`src/sv/dfwp_pkg.sv`:
```
package dfwp_pkg;

    // default channel count of one event
    localparam int CHANNELS_DEF = 320;

    // result field widths
    localparam int IDX_W = 10;
    localparam int VAL_W = 14;
    localparam int TS_W  = 64;
    localparam int CLK_W = 8;
    localparam int SYN_W = 4;

    // command queue between the parser and the result stage
    localparam int CMD_DEPTH = 4;
    localparam int CMD_AW    = 2;
    localparam int CMD_CW    = 3;

    // result kinds
    typedef enum logic [1:0] {
        KIND_SAMPLE  = 2'd0,
        KIND_SUMMARY = 2'd1,
        KIND_ERROR   = 2'd2
    } t_kind;

    // error codes
    typedef enum logic [2:0] {
        ERR_NONE       = 3'd0,
        ERR_SIZE       = 3'd1,
        ERR_COMPRESSED = 3'd2,
        ERR_HEADER     = 3'd3,
        ERR_FOOTER     = 3'd4
    } t_err;

    // fixed header and footer words
    localparam logic [31:0] HDR_MAGIC0   = 32'headebaba;
    localparam logic [31:0] HDR_MAGIC1   = 32'hd451d451;
    localparam logic [31:0] HDR_ADC0     = 32'h4ead0501;
    localparam logic [31:0] HDR_ADC1     = 32'h4ead1502;
    localparam logic [31:0] HDR_ADC2     = 32'h4ead2503;
    localparam logic [31:0] HDR_ADC3     = 32'h4ead3504;
    localparam logic [31:0] FTR_WORD0    = 32'hf007e501;
    localparam logic [31:0] FTR_WORD1    = 32'hf007e502;
    localparam logic [31:0] FTR_WORD2    = 32'hf007e503;
    localparam logic [15:0] FTR_STAT_LOW = 16'hfafe;
    localparam logic [31:0] FTR_TRAILER  = 32'hbacca000;

    // header offsets from the size word
    localparam logic [3:0] HOFS_MAGIC0 = 4'd1;
    localparam logic [3:0] HOFS_MAGIC1 = 4'd2;
    localparam logic [3:0] HOFS_COUNT  = 4'd3;
    localparam logic [3:0] HOFS_TS_LO  = 4'd4;
    localparam logic [3:0] HOFS_TS_HI  = 4'd5;
    localparam logic [3:0] HOFS_CHAN   = 4'd6;
    localparam logic [3:0] HOFS_ADC0   = 4'd7;
    localparam logic [3:0] HOFS_ADC1   = 4'd8;
    localparam logic [3:0] HOFS_ADC2   = 4'd9;
    localparam logic [3:0] HOFS_LAST   = 4'd10;

    // one queued command for the result stage
    typedef struct packed {
        t_kind             kind;
        t_err              err;
        logic [IDX_W-1:0]  idx_lo;
        logic [IDX_W-1:0]  idx_hi;
        logic [TS_W-1:0]   payload;
        logic [CLK_W-1:0]  clock_status;
        logic [SYN_W-1:0]  sync_nibble;
    } t_cmd;

    // expected value of a checked header word
    function automatic logic [31:0] header_expect(input logic [3:0] hofs,
                                                  input logic [31:0] chan_word);
        logic [31:0] exp_word;
        exp_word = HDR_ADC3;
        case (hofs)
            HOFS_MAGIC0: exp_word = HDR_MAGIC0;
            HOFS_MAGIC1: exp_word = HDR_MAGIC1;
            HOFS_CHAN:   exp_word = chan_word;
            HOFS_ADC0:   exp_word = HDR_ADC0;
            HOFS_ADC1:   exp_word = HDR_ADC1;
            HOFS_ADC2:   exp_word = HDR_ADC2;
            default:     exp_word = HDR_ADC3;
        endcase
        return exp_word;
    endfunction

endpackage

```
`src/sv/dfwp_front.sv`:
```
module dfwp_front #(
    parameter int CHANNELS = dfwp_pkg::CHANNELS_DEF
) (
    input  logic          i_clk,
    input  logic          i_rst_n,
    input  logic          i_accept,
    input  logic          i_event_start,
    input  logic [31:0]   i_word,
    output logic          o_push,
    output dfwp_pkg::t_cmd o_cmd
);

    localparam int OFS_W = $clog2(CHANNELS + 17);
    localparam int Q_W   = $clog2((2 * CHANNELS - 1) / 10 + 1);

    localparam logic [OFS_W-1:0] OFS_HDR_LAST = OFS_W'(10);
    localparam logic [OFS_W-1:0] OFS_SMP_LAST = OFS_W'(10 + CHANNELS);
    localparam logic [OFS_W-1:0] OFS_FTR0     = OFS_W'(11 + CHANNELS);
    localparam logic [OFS_W-1:0] OFS_FTR1     = OFS_W'(12 + CHANNELS);
    localparam logic [OFS_W-1:0] OFS_FTR2     = OFS_W'(13 + CHANNELS);
    localparam logic [OFS_W-1:0] OFS_FTR3     = OFS_W'(14 + CHANNELS);

    localparam logic [30:0] SIZE_WORD = 31'(CHANNELS + 16);
    localparam logic [31:0] CHAN_WORD = 32'(CHANNELS + 8);

    logic                 r_in_event, n_in_event;
    logic [OFS_W-1:0]     r_ofs, n_ofs;
    logic [Q_W-1:0]       r_q, n_q;
    logic [2:0]           r_m, n_m;
    logic [31:0]          r_ts_lo, n_ts_lo;
    logic [31:0]          r_ts_hi, n_ts_hi;
    logic [dfwp_pkg::CLK_W-1:0] r_clk_stat, n_clk_stat;
    logic [dfwp_pkg::SYN_W-1:0] r_sync, n_sync;

    // word classification and command build
    always_comb begin
        logic             err_hit;
        dfwp_pkg::t_err   err_code;
        logic [dfwp_pkg::IDX_W-1:0] base;
        err_hit    = 1'b0;
        err_code   = dfwp_pkg::ERR_NONE;
        base       = {r_m, 7'b0} + dfwp_pkg::IDX_W'(r_q);
        n_in_event = r_in_event;
        n_ofs      = r_ofs;
        n_q        = r_q;
        n_m        = r_m;
        n_ts_lo    = r_ts_lo;
        n_ts_hi    = r_ts_hi;
        n_clk_stat = r_clk_stat;
        n_sync     = r_sync;
        o_push     = 1'b0;
        o_cmd      = '0;
        if (i_accept) begin
            if (i_event_start) begin
                n_in_event = 1'b1;
                n_ofs      = '0;
                n_q        = '0;
                n_m        = '0;
            end else if (r_in_event) begin
                n_ofs = r_ofs + 1'b1;
                if (r_ofs == '0) begin
                    // size word, compressed flag first
                    if (i_word[31]) begin
                        err_hit  = 1'b1;
                        err_code = dfwp_pkg::ERR_COMPRESSED;
                    end else if (i_word[30:0] != SIZE_WORD) begin
                        err_hit  = 1'b1;
                        err_code = dfwp_pkg::ERR_SIZE;
                    end
                end else if (r_ofs <= OFS_HDR_LAST) begin
                    // header words
                    if (r_ofs[3:0] == dfwp_pkg::HOFS_TS_LO) begin
                        n_ts_lo = i_word;
                    end else if (r_ofs[3:0] == dfwp_pkg::HOFS_TS_HI) begin
                        n_ts_hi = i_word;
                    end else if (r_ofs[3:0] != dfwp_pkg::HOFS_COUNT) begin
                        if (i_word != dfwp_pkg::header_expect(r_ofs[3:0], CHAN_WORD)) begin
                            err_hit  = 1'b1;
                            err_code = dfwp_pkg::ERR_HEADER;
                        end
                    end
                end else if (r_ofs <= OFS_SMP_LAST) begin
                    // channel word, two samples
                    o_push        = 1'b1;
                    o_cmd.kind    = dfwp_pkg::KIND_SAMPLE;
                    o_cmd.idx_lo  = base;
                    o_cmd.idx_hi  = base + dfwp_pkg::IDX_W'(64);
                    o_cmd.payload = {32'b0, i_word};
                    if (r_m == 3'd4) begin
                        n_m = '0;
                        n_q = r_q + 1'b1;
                    end else begin
                        n_m = r_m + 1'b1;
                    end
                end else if (r_ofs == OFS_FTR0) begin
                    err_hit  = (i_word != dfwp_pkg::FTR_WORD0);
                    err_code = dfwp_pkg::ERR_FOOTER;
                end else if (r_ofs == OFS_FTR1) begin
                    err_hit  = (i_word != dfwp_pkg::FTR_WORD1);
                    err_code = dfwp_pkg::ERR_FOOTER;
                end else if (r_ofs == OFS_FTR2) begin
                    err_hit  = (i_word != dfwp_pkg::FTR_WORD2);
                    err_code = dfwp_pkg::ERR_FOOTER;
                end else if (r_ofs == OFS_FTR3) begin
                    err_hit    = (i_word[15:0] != dfwp_pkg::FTR_STAT_LOW);
                    err_code   = dfwp_pkg::ERR_FOOTER;
                    n_clk_stat = i_word[31:24];
                    n_sync     = i_word[19:16];
                end else begin
                    // trailer closes the event
                    err_hit  = (i_word != dfwp_pkg::FTR_TRAILER);
                    err_code = dfwp_pkg::ERR_FOOTER;
                    if (!err_hit) begin
                        n_in_event         = 1'b0;
                        o_push             = 1'b1;
                        o_cmd.kind         = dfwp_pkg::KIND_SUMMARY;
                        o_cmd.payload      = {r_ts_hi, r_ts_lo};
                        o_cmd.clock_status = r_clk_stat;
                        o_cmd.sync_nibble  = r_sync;
                    end
                end
                // mismatch closes the event with one error item
                if (err_hit) begin
                    n_in_event = 1'b0;
                    o_push     = 1'b1;
                    o_cmd      = '0;
                    o_cmd.kind = dfwp_pkg::KIND_ERROR;
                    o_cmd.err  = err_code;
                end
            end
        end
    end

    // control state
    always_ff @(posedge i_clk) begin
        if (!i_rst_n) begin
            r_in_event <= 1'b0;
            r_ofs      <= '0;
            r_q        <= '0;
            r_m        <= '0;
        end else begin
            r_in_event <= n_in_event;
            r_ofs      <= n_ofs;
            r_q        <= n_q;
            r_m        <= n_m;
        end
    end

    // captured timestamp and footer status
    always_ff @(posedge i_clk) begin
        r_ts_lo    <= n_ts_lo;
        r_ts_hi    <= n_ts_hi;
        r_clk_stat <= n_clk_stat;
        r_sync     <= n_sync;
    end

endmodule

```
`src/sv/dfwp_cmd_fifo.sv`:
```
module dfwp_cmd_fifo (
    input  logic           i_clk,
    input  logic           i_rst_n,
    input  logic           i_push,
    input  dfwp_pkg::t_cmd i_cmd,
    input  logic           i_pop,
    output logic           o_full,
    output logic           o_empty,
    output dfwp_pkg::t_cmd o_head
);

    dfwp_pkg::t_cmd                  r_mem [dfwp_pkg::CMD_DEPTH];
    logic [dfwp_pkg::CMD_AW-1:0]     r_wr, n_wr;
    logic [dfwp_pkg::CMD_AW-1:0]     r_rd, n_rd;
    logic [dfwp_pkg::CMD_CW-1:0]     r_cnt, n_cnt;
    logic                            do_push, do_pop;

    assign o_full  = (r_cnt == dfwp_pkg::CMD_CW'(dfwp_pkg::CMD_DEPTH));
    assign o_empty = (r_cnt == '0);
    assign o_head  = r_mem[r_rd];

    assign do_push = i_push && !o_full;
    assign do_pop  = i_pop && !o_empty;

    // pointer and count update
    always_comb begin
        n_wr  = do_push ? r_wr + 1'b1 : r_wr;
        n_rd  = do_pop ? r_rd + 1'b1 : r_rd;
        n_cnt = r_cnt;
        if (do_push && !do_pop) begin
            n_cnt = r_cnt + 1'b1;
        end else if (do_pop && !do_push) begin
            n_cnt = r_cnt - 1'b1;
        end
    end

    always_ff @(posedge i_clk) begin
        if (!i_rst_n) begin
            r_wr  <= '0;
            r_rd  <= '0;
            r_cnt <= '0;
        end else begin
            r_wr  <= n_wr;
            r_rd  <= n_rd;
            r_cnt <= n_cnt;
        end
    end

    // command storage
    always_ff @(posedge i_clk) begin
        if (do_push) begin
            r_mem[r_wr] <= i_cmd;
        end
    end

endmodule

```
`src/sv/dfwp_back.sv`:
```
module dfwp_back (
    input  logic                        i_clk,
    input  logic                        i_rst_n,
    input  logic                        i_q_empty,
    input  dfwp_pkg::t_cmd              i_head,
    input  logic                        i_pop,
    output logic                        o_q_pop,
    output logic                        o_empty,
    output logic [1:0]                  o_kind,
    output logic [dfwp_pkg::IDX_W-1:0]  o_sample_index,
    output logic [dfwp_pkg::VAL_W-1:0]  o_sample_value,
    output logic [dfwp_pkg::TS_W-1:0]   o_timestamp,
    output logic [dfwp_pkg::CLK_W-1:0]  o_clock_status,
    output logic [dfwp_pkg::SYN_W-1:0]  o_sync_nibble,
    output logic [2:0]                  o_error_code,
    output logic                        o_last
);

    logic r_half, n_half;
    logic take;

    assign o_empty = i_q_empty;
    assign take    = i_pop && !i_q_empty;

    // a sample command gives its low half first, then its high half
    always_comb begin
        n_half  = r_half;
        o_q_pop = 1'b0;
        if (take) begin
            if (i_head.kind == dfwp_pkg::KIND_SAMPLE && !r_half) begin
                n_half = 1'b1;
            end else begin
                n_half  = 1'b0;
                o_q_pop = 1'b1;
            end
        end
    end

    // result fields from the head command
    always_comb begin
        o_kind         = i_head.kind;
        o_sample_index = '0;
        o_sample_value = '0;
        o_timestamp    = '0;
        o_clock_status = '0;
        o_sync_nibble  = '0;
        o_error_code   = '0;
        o_last         = 1'b1;
        case (i_head.kind)
            dfwp_pkg::KIND_SAMPLE: begin
                o_last = r_half;
                if (r_half) begin
                    o_sample_index = i_head.idx_hi;
                    o_sample_value = i_head.payload[31:18];
                end else begin
                    o_sample_index = i_head.idx_lo;
                    o_sample_value = i_head.payload[15:2];
                end
            end
            dfwp_pkg::KIND_SUMMARY: begin
                o_timestamp    = i_head.payload;
                o_clock_status = i_head.clock_status;
                o_sync_nibble  = i_head.sync_nibble;
            end
            default: begin
                o_error_code = i_head.err;
            end
        endcase
    end

    always_ff @(posedge i_clk) begin
        if (!i_rst_n) begin
            r_half <= 1'b0;
        end else begin
            r_half <= n_half;
        end
    end

endmodule

```
`src/sv/detector_frame_word_parser.sv`:
```
// Detector readout event parser. Words of one event enter through a queue
// style port (push/full); an item with event_start high opens an event and
// the following words are the size word, ten header words, CHANNELS channel
// words and five footer words. Each channel word yields two 14-bit sample
// items with their de-interleaved index, the final footer word yields one
// summary item with the timestamp and clock status, and any mismatch yields
// one error item, after which words are dropped until the next event start.
// Results leave through a queue style port (empty/pop). The parser takes one
// word per cycle while the queue is not full and hands commands through a
// four-entry queue to the result stage, which sends one item per cycle while
// pop is high: a channel word yields two items on the single result port,
// while header, footer and ignored words yield one item or none. Commands
// are registered in the queue before they reach the result port.
module detector_frame_word_parser #(
    parameter int CHANNELS = dfwp_pkg::CHANNELS_DEF
) (
    input  logic                        i_clk,
    input  logic                        i_rst_n,
    input  logic                        push,
    output logic                        full,
    input  logic                        i_event_start,
    input  logic [31:0]                 i_word,
    output logic                        empty,
    input  logic                        pop,
    output logic [1:0]                  o_kind,
    output logic [dfwp_pkg::IDX_W-1:0]  o_sample_index,
    output logic [dfwp_pkg::VAL_W-1:0]  o_sample_value,
    output logic [dfwp_pkg::TS_W-1:0]   o_timestamp,
    output logic [dfwp_pkg::CLK_W-1:0]  o_clock_status,
    output logic [dfwp_pkg::SYN_W-1:0]  o_sync_nibble,
    output logic [2:0]                  o_error_code,
    output logic                        o_last
);

    logic           accept;
    logic           cmd_push;
    dfwp_pkg::t_cmd cmd;
    logic           q_empty;
    logic           q_pop;
    dfwp_pkg::t_cmd q_head;

    assign accept = push && !full;

    // parser front end
    dfwp_front #(
        .CHANNELS (CHANNELS)
    ) u_front (
        .i_clk         (i_clk),
        .i_rst_n       (i_rst_n),
        .i_accept      (accept),
        .i_event_start (i_event_start),
        .i_word        (i_word),
        .o_push        (cmd_push),
        .o_cmd         (cmd)
    );

    // command queue
    dfwp_cmd_fifo u_fifo (
        .i_clk   (i_clk),
        .i_rst_n (i_rst_n),
        .i_push  (cmd_push),
        .i_cmd   (cmd),
        .i_pop   (q_pop),
        .o_full  (full),
        .o_empty (q_empty),
        .o_head  (q_head)
    );

    // result stage
    dfwp_back u_back (
        .i_clk          (i_clk),
        .i_rst_n        (i_rst_n),
        .i_q_empty      (q_empty),
        .i_head         (q_head),
        .i_pop          (pop),
        .o_q_pop        (q_pop),
        .o_empty        (empty),
        .o_kind         (o_kind),
        .o_sample_index (o_sample_index),
        .o_sample_value (o_sample_value),
        .o_timestamp    (o_timestamp),
        .o_clock_status (o_clock_status),
        .o_sync_nibble  (o_sync_nibble),
        .o_error_code   (o_error_code),
        .o_last         (o_last)
    );

endmodule

```
`config.mk`:
```
export PLATFORM = sky130hd
export DESIGN_NAME = detector_frame_word_parser
export DESIGN_NICKNAME = d
export VERILOG_FILES = /design/src/sv/dfwp_pkg.sv /design/src/sv/dfwp_front.sv /design/src/sv/dfwp_cmd_fifo.sv /design/src/sv/dfwp_back.sv /design/src/sv/detector_frame_word_parser.sv
export SDC_FILE = /design/constraint.sdc
export NUM_CORES = 1
export LEC_CHECK = 0
export BUFFER_PORTS_ARGS = -buffer_cell sky130_fd_sc_hd__buf_2
export CORE_MARGIN = 10
export CORE_UTILIZATION = 34
export DETAILED_ROUTE_END_ITERATION = 6
export GPL_TIMING_DRIVEN = 1
export PLACE_DENSITY_LB_ADDON = 0.1
export RECOVER_POWER = 50
export SYNTH_ARGS = -nofsm -noshare
export SYNTH_HDL_FRONTEND = slang
export SYNTH_SLANG_ARGS = --single-unit
```
`constraint.sdc`:
```
create_clock -name i_clk -period 7.1 [get_ports i_clk]
set_input_delay 0.71 -clock i_clk [delete_from_list [all_inputs] [get_ports i_clk]]
set_output_delay 0.71 -clock i_clk [all_outputs]
set_load 0.01 [all_outputs]
```
==> flow_summary.json <==
{
  "synth_flop_cell": "edfxtp_1",
  "setup_viol": 0,
  "die_w_um": 258.9,
  "routabilityCongestion": 0.8544,
  "dp_hpwl_um": 31850,
  "crit_slowest_cell": "nor3b_1",
  "grt_pass1_wl_um": 73420,
  "placed_area_um2": 21040,
  "synth_nets": 1187,
  "layout_commonest_cell": "edfxtp_1",
  "initial_core_util_pct": 34.35,
  "clkSlewWorstSetupHoldPaths_ns": 0.06,
  "hold_depth": 3,
  "routedWlPerCell_um": 23.69,
  "violations": "max-capacitance violations, max-slew violations",
  "required_ns": 7.35,
  "cp-start-kind": "flip-flop",
  "pwr_density_cell_nw_per_um2": 289.2,
  "cts_buffers": 51,
  "vdd_drop_max_uv": 160.0,
  "maxCapViolations": 7,
  "utilization_pct": 39.84,
  "status": "finished with violations",
  "yosysUniqueCellTypes": 60,
  "critPathMostFrequentCell": "inv_1",
  "drc": 0,
  "grt_pass1_vias": 10950,
  "endpoint_kind": "flip-flop",
  "p_total_mw": 6.508,
  "fin_cells": 2090,
  "fin_area_um2": 22510,
  "layout-drive-gt1-share_pct": 20.86,
  "ys_seq_area_share_pct": 71.07,
  "grtUsageTotal_pct": 14.60,
  "regArea_um2": 13800,
  "fillers": 5149,
  "synth_cells": 1137,
  "multiInputGateArea_um2": 5304,
  "rows": 87,
  "area_growth_syn_to_layout_pct": 15.96,
  "grt_max_degree": 63,
  "layout_worst_path_cycle_share_pct": 79.66,
  "antenna_found_initial": 2,
  "dp.cells": 1994,
  "overflow": 0,
  "setup_tns_ns": 0,
  "vias_per_cell": 5.013,
  "skew_ns": 0.008808,
  "antenna_left": 0,
  "cp_max_fo": 59,
  "die_h_um": 258.9,
  "clock-sinks": 469,
  "maxSlewHeadroom_pct": -74.81,
  "worst_slew_pin_slew_ns": 2.613,
  "firstDrtPassIters": 5,
  "htree_levels": 2,
  "worstPathArrival_ns": 5.90,
  "p_leak_nw": 7.519,
  "drt-initial-drc-count": 777,
  "rr_worst_depth": 11,
  "timing.fmax_mhz": 176.8,
  "synth_top_area_cell": "edfxtp_1",
  "postSynthAreaPerCell_um2": 17.07,
  "criticalPathCategory": "reg -> reg",
  "cts_hold_buf": 0,
  "finalHoldViolations": 0,
  "yosys_warnings": 0,
  "mostFrequentLayoutCells": "440 x edfxtp_1, 98 x nor2b_1, 91 x mux4_2, 91 x buf_2, 71 x clkbuf_1",
  "cp_cell_sequence": "inv_1, ha_1, nand2_1, a211oi_1, nor3b_1, nand3_1, o21ai_0, inv_1, a31oi_1, and2_4, buf_4",
  "postCtsResizedCells": 0,
  "cts-root-buf": "clkbuf_16",
  "core_um2": 56500,
  "hp-class": "in -> reg",
  "slowest_delay_ns": 1.33,
  "synthArstFlopShare_pct": 0,
  "ios": 145,
  "nets": 1341,
  "syn_area_um2": 19410,
  "ys_ff_latch": 469,
  "synth_top_cell_area_share_pct": 68.08,
  "post_cts_buffers": 0,
  "cts_tree": "done",
  "dieArea_um2": 67040,
  "slew_viol_final": 184,
  "drt_wl_total_um": 49500,
  "timing.final.crit_period_ns": 5.656,
  "num_vias": 10477,
  "clk_latency_ns": 0.57,
  "synth_edf_count": 440,
  "clk_path_buf_depth": 3,
  "rsz0062_at_grt": "false",
  "synth_area_leaders": "edfxtp_1 68%, mux4_2 11%, nor2b_1 3.2%",
  "numPortBuffers": 144
}
worst max-delay path: cells and delay by family, from the launching register on:
family / cells / cell delay, ns
buffers and inverters: 3 / 0.62
adders and majority gates: 1 / 0.37
and+or+nand+nor: 4 / 2.61
AOI/OAI and AO/OA: 3 / 1.25
DFF: 1 / 0.42
area by class of cell:
type                            instances  area share, %
Sequential cell                       469          61.31
Clock inverter                         20         0.5226
Tap cell                              756          4.203
Multi-Input combinational cell        594          23.57
Timing Repair Buffer                  159          3.503
Antenna cell                            1        0.01112
Inverter                               16         0.2669
Clock buffer                           75          6.621
synth_stat cells (5+ instances only):
cell type,n
nor3_1,16
nor2_1,61
or3_1,6
nor2b_1,98
clkbuf_1,34
nand2_1,33
buf_2,13
and2_1,67
edfxtp_1,440
o21ai_0,15
nor4_1,9
a22o_1,16
buf_1,11
nand3_1,18
and3_1,5
mux2i_1,36
nand2b_1,6
dfxtp_1,29
nand4_1,16
ha_1,12
xor2_1,6
mux4_2,91
inv_1,15
xnor2_1,10
a21oi_1,13
report_power, final:
part	switching (mW)	leakage, nW	internal (mW)
Clock	1.04	0.792	1.48
Combinational	0.477	2.19	0.423
Sequential	0.0625	4.53	3.02
state kept, by name, summed over array words and instances (netlist names), named ones only:
signal,flops
u_front.r_m,3
u_front.r_q,6
u_fifo.r_cnt,3
u_fifo.r_wr,2
u_front.r_ts_lo,32
u_back.r_half,1
u_front.r_in_event,1
u_front.r_ts_hi,32
u_front.r_clk_stat,8
u_fifo.r_mem,364
u_front.r_sync,4
u_fifo.r_rd,2
u_front.r_ofs,9
worst paths after layout:
path | startpoint | to | slack [ns]
worst max-delay path | u_front.r_ofs[0]$_SDFFE_PN0P_ | u_fifo.r_mem[1][59]$_DFFE_PP_ | 1.44
worst min-delay path | i_event_start | u_front.r_in_event$_SDFFE_PN0P_ | 0.46
worst max register to register | u_front.r_ofs[0]$_SDFFE_PN0P_ | u_fifo.r_mem[1][59]$_DFFE_PP_ | 1.44
worst min register to register | u_front.r_m[0]$_SDFFE_PN0P_ | u_front.r_m[0]$_SDFFE_PN0P_ | 0.48
logic make-up after synthesis:
group                      share of synthesized area (%)
AOI/OAI and AO/OA                                  2.837
and+or+nand+nor                                    10.56
adders and majority gates                         0.8768
muxes                                              12.42
xor gates and xnor gates                          0.7220
buffers and inverters                              1.515
DFF                                                71.07
metrics by stage:
step / hold WS [ns] / setup WS, ns
after floorplan: 0.4536 / 2.282
after global placement: 0.4693 / 2.193
after detailed placement: 0.4828 / 2.102
after CTS: 0.4011 / 2.387
after global routing: 0.4596 / 0.9905
final: 0.4575 / 1.444
per-layer routing:
metal  vias up  track usage, %  wire length [um]
li1       4729               -                 -
met1      5457           20.01             22590
met2       228           23.25             23680
met3        59           2.692              2146
met4         4           4.378              1052
met5         -               0                27
(Power assumes the default switching activity.)
